--- src/sv/arpc_pkg.sv ---
`timescale 1ns / 1ps
`default_nettype none
// ----------------------------------------------------------------------------
// arpc_pkg: shared types and constants of the ARP cache table
// Field widths, result status codes, table entry layout and compare result.
// ----------------------------------------------------------------------------
package arpc_pkg;

    localparam int ENTRIES_DEF   = 8;
    localparam int IP_W          = 32;
    localparam int MAC_W         = 48;
    localparam int TIME_W        = 16;
    localparam int IDX_W         = 4;
    localparam int STATUS_W      = 3;

    typedef logic [IP_W-1:0]   t_ip;
    typedef logic [MAC_W-1:0]  t_mac;
    typedef logic [TIME_W-1:0] t_time;
    typedef logic [IDX_W-1:0]  t_idx;

    localparam t_time REFRESH_RESET = 16'h00FF;
    localparam t_mac  MAC_BCAST     = {MAC_W{1'b1}};

    localparam logic CMD_ADD    = 1'b0;
    localparam logic CMD_LOOKUP = 1'b1;

    typedef enum logic [STATUS_W-1:0] {
        ST_REFRESHED = 3'd0,
        ST_ADDED     = 3'd1,
        ST_FULL      = 3'd2,
        ST_HIT       = 3'd3,
        ST_MISS      = 3'd4
    } t_status;

    typedef enum logic [2:0] {
        S_IDLE = 3'b001,
        S_SCAN = 3'b010,
        S_DONE = 3'b100
    } t_state;

    // one table entry as stored in memory
    typedef struct packed {
        t_ip   ip;
        t_mac  mac;
        t_time tm;
    } t_entry;

    // compare unit verdict for one entry
    typedef struct packed {
        logic match;
        logic free;
    } t_cmp_res;

endpackage
`default_nettype wire

--- src/sv/arp_cache_table.sv ---
`timescale 1ns / 1ps
`default_nettype none
// An input transfer starts a walk in S_SCAN; S_DONE then registers the result.
// The walk reads one table word per cycle; a new item waits for the walk to end.
// o_in_ready is high only while the sequencer idles; a pending result does
//   not block a new transfer unless it is still held when the next one ends.
// Reset (synchronous, active low) clears all entry valid bits at once, so the
//   table reads as empty; refresh_time returns to 255.
// ----------------------------------------------------------------------------
// arp_cache_table: IPv4 to MAC address resolution cache
// Walks all entries with a shared compare unit, then adds, refreshes, reports
// a full table or reports a lookup result.
// ----------------------------------------------------------------------------
module arp_cache_table #(
    parameter int ENTRIES = arpc_pkg::ENTRIES_DEF
) (
    input  wire logic               i_clk,
    input  wire logic               i_rst_n,
    // configuration
    input  wire logic               i_cfg_valid,
    output logic                    o_cfg_ready,
    input  wire arpc_pkg::t_time    i_cfg_data,
    // input items
    input  wire logic               i_in_valid,
    output logic                    o_in_ready,
    input  wire logic               i_cmd,
    input  wire arpc_pkg::t_ip      i_ip_addr,
    input  wire arpc_pkg::t_mac     i_mac_addr,
    // result items
    output logic                    o_out_valid,
    input  wire logic               i_out_ready,
    output logic [arpc_pkg::STATUS_W-1:0] o_status,
    output arpc_pkg::t_idx          o_entry_index,
    output arpc_pkg::t_mac          o_dest_mac,
    output arpc_pkg::t_time         o_entry_time
);

    localparam int IW = (ENTRIES > 1) ? $clog2(ENTRIES) : 1;
    localparam int CW = $clog2(ENTRIES + 1);
    localparam logic [CW-1:0] LP_CNT_END = CW'(ENTRIES);
    localparam arpc_pkg::t_idx LP_NONE_IDX = arpc_pkg::t_idx'(ENTRIES);

    arpc_pkg::t_state   r_state, n_state;
    logic [CW-1:0]      r_cnt;
    logic               r_cmp_vld;
    logic [IW-1:0]      r_cmp_idx;
    logic               r_cmp_ent_vld;
    logic [ENTRIES-1:0] r_valid;

    logic               r_cmd;
    arpc_pkg::t_ip      r_ip;
    arpc_pkg::t_mac     r_mac;
    arpc_pkg::t_time    r_refresh;

    logic               r_hit_found;
    logic [IW-1:0]      r_hit_idx;
    arpc_pkg::t_mac     r_hit_mac;
    arpc_pkg::t_time    r_hit_time;
    logic               r_free_found;
    logic [IW-1:0]      r_free_idx;

    logic               r_out_valid;
    arpc_pkg::t_status  r_out_status;
    arpc_pkg::t_idx     r_out_idx;
    arpc_pkg::t_mac     r_out_mac;
    arpc_pkg::t_time    r_out_time;

    arpc_pkg::t_entry   w_rdata;
    arpc_pkg::t_entry   w_entry;
    arpc_pkg::t_cmp_res w_cmp;
    arpc_pkg::t_entry   w_wdata;
    logic [IW-1:0]      w_waddr;
    logic               w_we;
    logic               w_go;
    logic               w_in_xfer;
    logic               w_scan_end;
    arpc_pkg::t_status  w_res_status;
    arpc_pkg::t_idx     w_res_idx;
    arpc_pkg::t_mac     w_res_mac;
    arpc_pkg::t_time    w_res_time;

    arpc_ram #(
        .WIDTH ($bits(arpc_pkg::t_entry)),
        .DEPTH (ENTRIES),
        .AW    (IW)
    ) u_ram (
        .i_clk   (i_clk),
        .i_we    (w_we),
        .i_waddr (w_waddr),
        .i_wdata (w_wdata),
        .i_raddr (r_cnt[IW-1:0]),
        .o_rdata (w_rdata)
    );

    arpc_cmp u_cmp (
        .i_entry     (w_rdata),
        .i_entry_vld (r_cmp_ent_vld),
        .i_key       (r_ip),
        .o_entry     (w_entry),
        .o_res       (w_cmp)
    );

    assign o_cfg_ready = 1'b1;
    assign o_in_ready  = (r_state == arpc_pkg::S_IDLE);
    assign w_in_xfer   = i_in_valid && o_in_ready;
    assign w_scan_end  = (r_cnt == LP_CNT_END) && !r_cmp_vld;
    assign w_go        = !r_out_valid || i_out_ready;

    always_comb begin
        n_state = r_state;
        unique case (r_state)
            arpc_pkg::S_IDLE: begin
                if (w_in_xfer) begin
                    n_state = arpc_pkg::S_SCAN;
                end
            end
            arpc_pkg::S_SCAN: begin
                if (w_scan_end) begin
                    n_state = arpc_pkg::S_DONE;
                end
            end
            arpc_pkg::S_DONE: begin
                if (w_go) begin
                    n_state = arpc_pkg::S_IDLE;
                end
            end
            default: n_state = arpc_pkg::S_IDLE;
        endcase
    end

    // decide the result and the table update once the walk is over
    always_comb begin
        w_res_status = arpc_pkg::ST_FULL;
        w_res_idx    = LP_NONE_IDX;
        w_res_mac    = '0;
        w_res_time   = '0;
        w_wdata.ip   = r_ip;
        w_wdata.mac  = r_mac;
        w_wdata.tm   = r_refresh;
        w_waddr      = r_free_idx;
        w_we         = 1'b0;
        if (r_cmd == arpc_pkg::CMD_LOOKUP) begin
            if (r_hit_found) begin
                w_res_status = arpc_pkg::ST_HIT;
                w_res_idx    = arpc_pkg::t_idx'(r_hit_idx);
                w_res_mac    = r_hit_mac;
                w_res_time   = r_hit_time;
            end else begin
                w_res_status = arpc_pkg::ST_MISS;
                w_res_mac    = arpc_pkg::MAC_BCAST;
            end
        end else if (r_hit_found) begin
            // refresh: keep the stored MAC, rewrite the time
            w_res_status = arpc_pkg::ST_REFRESHED;
            w_res_idx    = arpc_pkg::t_idx'(r_hit_idx);
            w_res_time   = r_refresh;
            w_wdata.mac  = r_hit_mac;
            w_waddr      = r_hit_idx;
            w_we         = (r_state == arpc_pkg::S_DONE) && w_go;
        end else if (r_free_found) begin
            w_res_status = arpc_pkg::ST_ADDED;
            w_res_idx    = arpc_pkg::t_idx'(r_free_idx);
            w_res_time   = r_refresh;
            w_we         = (r_state == arpc_pkg::S_DONE) && w_go;
        end
    end

    always_ff @(posedge i_clk) begin
        if (!i_rst_n) begin
            r_state     <= arpc_pkg::S_IDLE;
            r_cmp_vld   <= 1'b0;
            r_valid     <= '0;
            r_refresh   <= arpc_pkg::REFRESH_RESET;
            r_out_valid <= 1'b0;
        end else begin
            r_state <= n_state;

            if (i_cfg_valid && o_cfg_ready) begin
                r_refresh <= i_cfg_data;
            end

            if (w_we) begin
                r_valid[w_waddr] <= 1'b1;
            end

            // issue one table read per cycle during the walk
            if (r_state == arpc_pkg::S_SCAN && r_cnt != LP_CNT_END) begin
                r_cmp_vld <= 1'b1;
            end else begin
                r_cmp_vld <= 1'b0;
            end

            if (r_state == arpc_pkg::S_DONE && w_go) begin
                r_out_valid <= 1'b1;
            end else if (i_out_ready) begin
                r_out_valid <= 1'b0;
            end
        end
    end

    always_ff @(posedge i_clk) begin
        if (w_in_xfer) begin
            r_cmd        <= i_cmd;
            r_ip         <= i_ip_addr;
            r_mac        <= i_mac_addr;
            r_cnt        <= '0;
            r_hit_found  <= 1'b0;
            r_free_found <= 1'b0;
        end else begin
            if (r_state == arpc_pkg::S_SCAN && r_cnt != LP_CNT_END) begin
                r_cmp_idx     <= r_cnt[IW-1:0];
                r_cmp_ent_vld <= r_valid[r_cnt[IW-1:0]];
                r_cnt         <= r_cnt + 1'b1;
            end
            // keep the lowest-indexed match and free entry
            if (r_cmp_vld) begin
                if (w_cmp.match && !r_hit_found) begin
                    r_hit_found <= 1'b1;
                    r_hit_idx   <= r_cmp_idx;
                    r_hit_mac   <= w_entry.mac;
                    r_hit_time  <= w_entry.tm;
                end
                if (w_cmp.free && !r_free_found) begin
                    r_free_found <= 1'b1;
                    r_free_idx   <= r_cmp_idx;
                end
            end
        end

        if (r_state == arpc_pkg::S_DONE && w_go) begin
            r_out_status <= w_res_status;
            r_out_idx    <= w_res_idx;
            r_out_mac    <= w_res_mac;
            r_out_time   <= w_res_time;
        end
    end

    assign o_out_valid   = r_out_valid;
    assign o_status      = r_out_status;
    assign o_entry_index = r_out_idx;
    assign o_dest_mac    = r_out_mac;
    assign o_entry_time  = r_out_time;

endmodule
`default_nettype wire

--- src/sv/arpc_ram.sv ---
`timescale 1ns / 1ps
`default_nettype none
// ----------------------------------------------------------------------------
// arpc_ram: generic single-port-write, single-port-read RAM
// One write and one registered read per cycle.
// ----------------------------------------------------------------------------
module arpc_ram #(
    parameter int WIDTH = 8,
    parameter int DEPTH = 8,
    parameter int AW    = (DEPTH > 1) ? $clog2(DEPTH) : 1
) (
    input  wire logic             i_clk,
    input  wire logic             i_we,
    input  wire logic [AW-1:0]    i_waddr,
    input  wire logic [WIDTH-1:0] i_wdata,
    input  wire logic [AW-1:0]    i_raddr,
    output logic      [WIDTH-1:0] o_rdata
);

    logic [WIDTH-1:0] r_mem [DEPTH];

    always_ff @(posedge i_clk) begin
        if (i_we) begin
            r_mem[i_waddr] <= i_wdata;
        end
        o_rdata <= r_mem[i_raddr];
    end

endmodule
`default_nettype wire

--- src/sv/arpc_cmp.sv ---
`timescale 1ns / 1ps
`default_nettype none
// ----------------------------------------------------------------------------
// arpc_cmp: entry compare unit
// Masks an entry that was never written to all zero, then checks it against
// the key and against the free marker (IP of zero).
// ----------------------------------------------------------------------------
module arpc_cmp (
    input  wire arpc_pkg::t_entry   i_entry,
    input  wire logic               i_entry_vld,
    input  wire arpc_pkg::t_ip      i_key,
    output arpc_pkg::t_entry        o_entry,
    output arpc_pkg::t_cmp_res      o_res
);

    always_comb begin
        o_entry = i_entry_vld ? i_entry : '0;
        o_res.match = (o_entry.ip == i_key);
        o_res.free  = (o_entry.ip == '0);
    end

endmodule
`default_nettype wire

--- config.mk ---
export PLATFORM = sky130hd
export DESIGN_NAME = arp_cache_table
export DESIGN_NICKNAME = d
export VERILOG_FILES = /design/src/sv/arpc_pkg.sv /design/src/sv/arp_cache_table.sv /design/src/sv/arpc_ram.sv /design/src/sv/arpc_cmp.sv
export SDC_FILE = /design/constraint.sdc
export NUM_CORES = 1
export LEC_CHECK = 0
export BUFFER_PORTS_ARGS = -buffer_cell sky130_fd_sc_hd__buf_2
export CORE_MARGIN = 4
export CORE_UTILIZATION = 60
export DETAILED_ROUTE_END_ITERATION = 7
export PLACE_DENSITY = 0.82
export SYNTH_ARGS = -nofsm -noshare
export SYNTH_HDL_FRONTEND = slang
export SYNTH_SLANG_ARGS = --single-unit
--- constraint.sdc ---
create_clock -name i_clk -period 30.2 [get_ports i_clk]
set_input_delay 6.04 -clock i_clk [delete_from_list [all_inputs] [get_ports i_clk]]
set_output_delay 6.04 -clock i_clk [all_outputs]
set_load 0.005 [all_outputs]
Word-level counts from Yosys, hierarchy flattened --
Memory sizes are Yosys's and may differ from the RTL's. A register that Yosys moved wholly into a read port is not among the register bits. Index checks and enable logic that the tools add are counted.
Word-level totals: memory bits (writable) 768, bits in registers 261, word-level logic and storage cells 91, memories 1, input port bits 102, output and inout bits 74
Cells by class: bitwise operators 2, add/subtract/negate cells 1, equal/unequal tests 9, multiplexer cells 34, reduce and logical (&&, ||, !) cells 20, order comparisons 3
Memories:
- u_ram.r_mem | depth 8, width 96, read ports 1, clocked after memory_dff 1, wr ports 1, RTL line arpc_ram.sv:20 | logic [WIDTH-1:0] r_mem [DEPTH];
Operators with widths (count):
- $mux 48 | 3
- $mux 96 | 1
- $mux 16 | 4
- $eq 32x32->1 | 1
- $logic_not 32->1 | 1
- $mux 3 | 7
- $mux 4 | 4
- $mux 1 | 10
- $pmux 3 s3 | 1
- $reduce_and 3->1 | 3
- $lt 3x4->1 const B | 2
- $or 8x8->8 | 1
- $logic_and 1x1->1 | 7
- $reduce_and 2->1 | 3
- $add 4x1->4 const B | 1
- $eq 4x4->1 const B | 1
- $logic_not 1->1 | 4
- $mux 2 | 2
- $ne 2x2->1 const B | 2
- $ne 4x4->1 const B | 1
- $bmux 1 s3 | 1
- $demux 1 s3 | 1
- $eq 3x1->1 const B | 1
- $eq 3x2->1 const B | 1
- 6 further kinds | 6

Depth between registers and ports, before layout --
depth after elaboration 8, mapped depth 11, depth with buffers taken out 8

By module --
A second synthesis with hierarchy kept.
Unflattened totals: cell total of the unflattened synthesis 2094, area total of the unflattened synthesis 41926.5 sq um
Modules (own cells, without submodules):
- arpc_ram | area an instance 30805.8 sq um, sequential area each 24984.0 sq um, cells an instance 1219, instances 1
- arp_cache_table | area an instance 9645.5 sq um, sequential area each 7487.2 sq um, cells an instance 639, instances 1
- arpc_cmp | area an instance 1475.2 sq um, sequential area each 0.0 sq um, cells an instance 236, instances 1

Worst setup path after synthesis --
No wires, ideal clock.
kind input -> register, from input i_out_ready, to memory u_ram.r_mem[1][0] (netlist name) (enable), required time 29.647 ns, data arrival time 14.108 ns, path slack 15.539 ns, cell stages on the path 4, setup time 0.553 ns, path buffers 0, cell sequence nor2b_1 -> nor2b_1 -> nand3b_1 -> nor2_1
Between the ends: word-level cells in the longest chain between the ends 7
RTL lines:
- start, declared | RTL line arp_cache_table.sv:31 | input wire logic i_out_ready,
- $logic_or 1x1->1 * | RTL line arp_cache_table.sv:107 | assign w_go = !r_out_valid || i_out_ready;
- $logic_and 1x1->1 * | RTL line arp_cache_table.sv:159, arp_cache_table.sv:164
- $mux 1 | RTL line arp_cache_table.sv:160 | end else if (r_free_found) begin
- $mux 1 * | RTL line arp_cache_table.sv:152 | end else if (r_hit_found) begin
- $mux 1 * | RTL line arp_cache_table.sv:142 | if (r_cmd == arpc_pkg::CMD_LOOKUP) begin
- $mux 1 * | RTL line arpc_ram.sv:23 | if (i_we) begin
- $mux 1 (implied by the code) * | RTL line arpc_ram.sv:24 | r_mem[i_waddr] <= i_wdata;
- end, declared | RTL line arpc_ram.sv:20
Every way passes the cells marked *; elsewhere a longest branch is shown, timed or not.

Final worst setup path --
from input i_out_ready, to memory u_ram.r_mem[0][32] (netlist name) (enable)
The elaborated chain is that of the path after synthesis.

==> results.toml <==
[synth]
synth_top_area_cell = "edfxtp_1"
synth_edf_count = 994
synth_top_cell_area_share_pct = 72.1
yosysWarnings = 0
synthTopCellsByArea = "edfxtp_1 72%, mux4_2 11%, dfxtp_1 6.3%"
synthCells = 1968
synth_ff_type = "edfxtp_1"
synth-seq-cells = 1125
syn_avg_cell_area_um2 = 21.0
synth_fp_nets = 2072
ys_seq_area_share_pct = 78.4
ys_types = 54
synth-async-reset-ratio_pct = 0
netlist_area_um2 = 41400

[detailed_routing]
wl_per_cell_um = 27.9
drtPass1Iterations = 7
dr.first_iter.drc_count = 2427
drc = 0
viasPerCell = 6.33
vias = 20000
routed_wl_mm = 88.2
ant_nets = 0

[grt]
grt_start_max_net_pins = 107
met2_usage_pct = 40.4
grt_pass1_vias = 20900
overflow = 0
grtUsageMet3_pct = 4.22
top_usage_layer = "met2"
grt_use_total_pct = 24.3
grt_first_pass_wirelength_mm = 134
antenna_found_initial = 0
grt_use_met1_pct = 33.5

[sta]
finClkSkew_ns = 0.0335
layout_min_cycle_time_ns = 9.54
period_share_pct = 31.6
relSlewSlack_pct = 13.9
setup_violations = 0
hold_violations = 0
fin_tns_setup_ns = 0
fin_ws_ns = 20.66
slew_viol_final = 0
max_freq_mhz = 105
rsz0062_at_grt = "no"
worstMarginPinSlew_ns = 1.29

[setup_path]
cp_max_fo = 73
cp-start-kind = "input pin"
setup.worst_path.class = "input pin to flop"
critPathArrivalTime_ns = 9.81
cp_data_required_time_ns = 30.47
critPathCaptureType = "flop"

[layout]
syn_to_final_growth_pct = 13.4
nets = 2290
drive_above_1_share_pct = 30.5
insertedDiodeCount = 0
fin_cells = 3162
finish.utilization_pct = 68.6

[clock_tree]
clk_pin_slew_ns = 0.06
cts_root_buf = "clkbuf_16"
cts_made_buffers = 107
hold_buffers = 0
cts_num_sinks = 1125
clk_path_buf_depth = 3
clkLatencyLatePin_ns = 0.68
cts_tree = "yes"
cts.repair.resized = 0
htree_levels = 3
post_cts_buffers = 0

[pwr]
p_per_area_nw_per_um2 = 68.8
leakagePower_nw = 15.4
peakVddDrop_mv = 0.0454

[placement]
gp_congestion = 0.768
dp_slack_ns = 19.97
dp_cells = 2959
port_buffers = 174
dp_hpwl_mm = 44.7

[flow_run]
max_cap_violations = 0

[floorplanning]
coreArea_um2 = 68500
start_util_pct = 60.5
ios = 176
dieWidth_um = 271
dieArea_um2 = 73300
row_count = 96
die_h_um = 271

[run_status]
status = "finished, final reports clean"

[worst_hold_path]
hold_path_class = "flop to flop"
power by group:
part	internal (mW)	switching [mW]	total [mW]
Combinational	0.0407	0.0460	0.0867
Sequential	1.71	0.0228	1.73
Clock	0.833	0.576	1.41
Total	2.58	0.644	3.23
synthesized netlist by cell type (all sizes together), types with 2 or more instances:
cell,n
nor4,13
nor3,6
dfxtp,131
o21ai,11
xnor2,5
nor2b,11
edfxtp,994
nand3,8
nand4b,6
mux2i,21
a21oi,58
xor2,10
o32ai,2
mux4,194
o21a,9
o2bb2ai,2
a31oi,9
o22ai,10
buf,39
nand2,19
nand4,4
clkbuf,52
nor2,34
nand3b,2
inv,67
or2b,2
a22o,16
ha,2
and2,66
mux2,145
nor3b,7
critical path: stages:
cell	delay [ns]
buf_2	0.08
nor2b_1	0.07
nor2b_4	0.12
buf_4	0.82
nand3_1	0.59
nor2_4	1.02
buf_4	0.96
sequential cells by signal (all words and copies together) (netlist names), 3 cells and up:
signal,flops
o_entry_time,16
r_valid,8
o_dest_mac,48
r_refresh,16
r_cmp_idx,3
r_hit_time,16
r_cnt,4
u_ram.o_rdata,96
r_ip,32
r_free_idx,3
o_entry_index,4
r_mac,48
r_hit_mac,48
r_hit_idx,3
u_ram.r_mem,768
o_status,3
r_state,3
through the flow:
step / hold WS, ns / total power, mW / cell area (um2)
2_1_floorplan: 0.403 / 1.82 / 41400
3_3_place_gp: 0.428 / 1.85 / 43200
6_report: 0.450 / 3.23 / 47000
4_1_cts: 0.448 / 3.24 / 47000
5_1_grt: 0.475 / 3.33 / 47000
3_5_place_dp: 0.446 / 1.85 / 43200
layer usage:
layer	share of wire (%)	wire (um)
met1	39	34200
met2	51	44800
met3	7.8	6860
met4	2.7	2370
met5	0	0
cells in the final DEF (no fill, tap or decap), drive strengths merged, types with 2 or more instances in the layout:
master / Yosys / layout
mux2i: 21 / 21
nand4: 4 / 4
nand4b: 6 / 6
mux4: 194 / 194
nand3: 8 / 8
a21oi: 58 / 58
nand2: 19 / 19
o2bb2ai: 2 / 2
nand3b: 2 / 2
clkinv: 0 / 35
nor2: 34 / 34
ha: 2 / 2
inv: 67 / 71
o21ai: 11 / 11
nor2b: 11 / 11
o22ai: 10 / 10
clkbuf: 52 / 138
o21a: 9 / 9
mux2: 145 / 145
nor3b: 7 / 7
edfxtp: 994 / 994
nor3: 6 / 6
clkinvlp: 0 / 11
a31oi: 9 / 9
nor4: 13 / 13
bufinv: 0 / 15
or2b: 2 / 2
xor2: 10 / 10
and2: 66 / 66
dfxtp: 131 / 131
buf: 39 / 200
a22o: 16 / 16
o32ai: 2 / 2
xnor2: 5 / 5
layout make-up:
cell class	count	area, um2
Sequential cell	1125	32500
Fill cell	3867	21500
Multi-Input combinational cell	685	8270
Clock buffer	138	3000
Tap cell	882	1100
Timing Repair Buffer	200	1080
Clock inverter	65	763
Inverter	67	254
logic make-up after synthesis:
kind of cell	share of synthesized area, %
flops	78.4
mux	15.0
simple gates	2.50
buf+inv	1.77
compound gates	1.90
xor+xnor	0.317
fa+ha+maj	0.0604
other cells	0.00906
final timing paths:
path / slack, ns / start / end / depth (start not counted)
worst max-delay path: 20.66 / i_out_ready / u_ram.r_mem[0][32]$_DFFE_PP_ / 7
worst min-delay path: 0.45 / r_cmp_idx[0]$_DFFE_PP_ / r_free_idx[0]$_DFFE_PP_ / 0
worst max register to register: 25.14 / r_hit_found$_SDFFE_PP0P_ / u_ram.r_mem[0][32]$_DFFE_PP_ / 6
worst min register to register: 0.45 / r_cmp_idx[0]$_DFFE_PP_ / r_free_idx[0]$_DFFE_PP_ / 0
(Power assumes the default switching activity.)
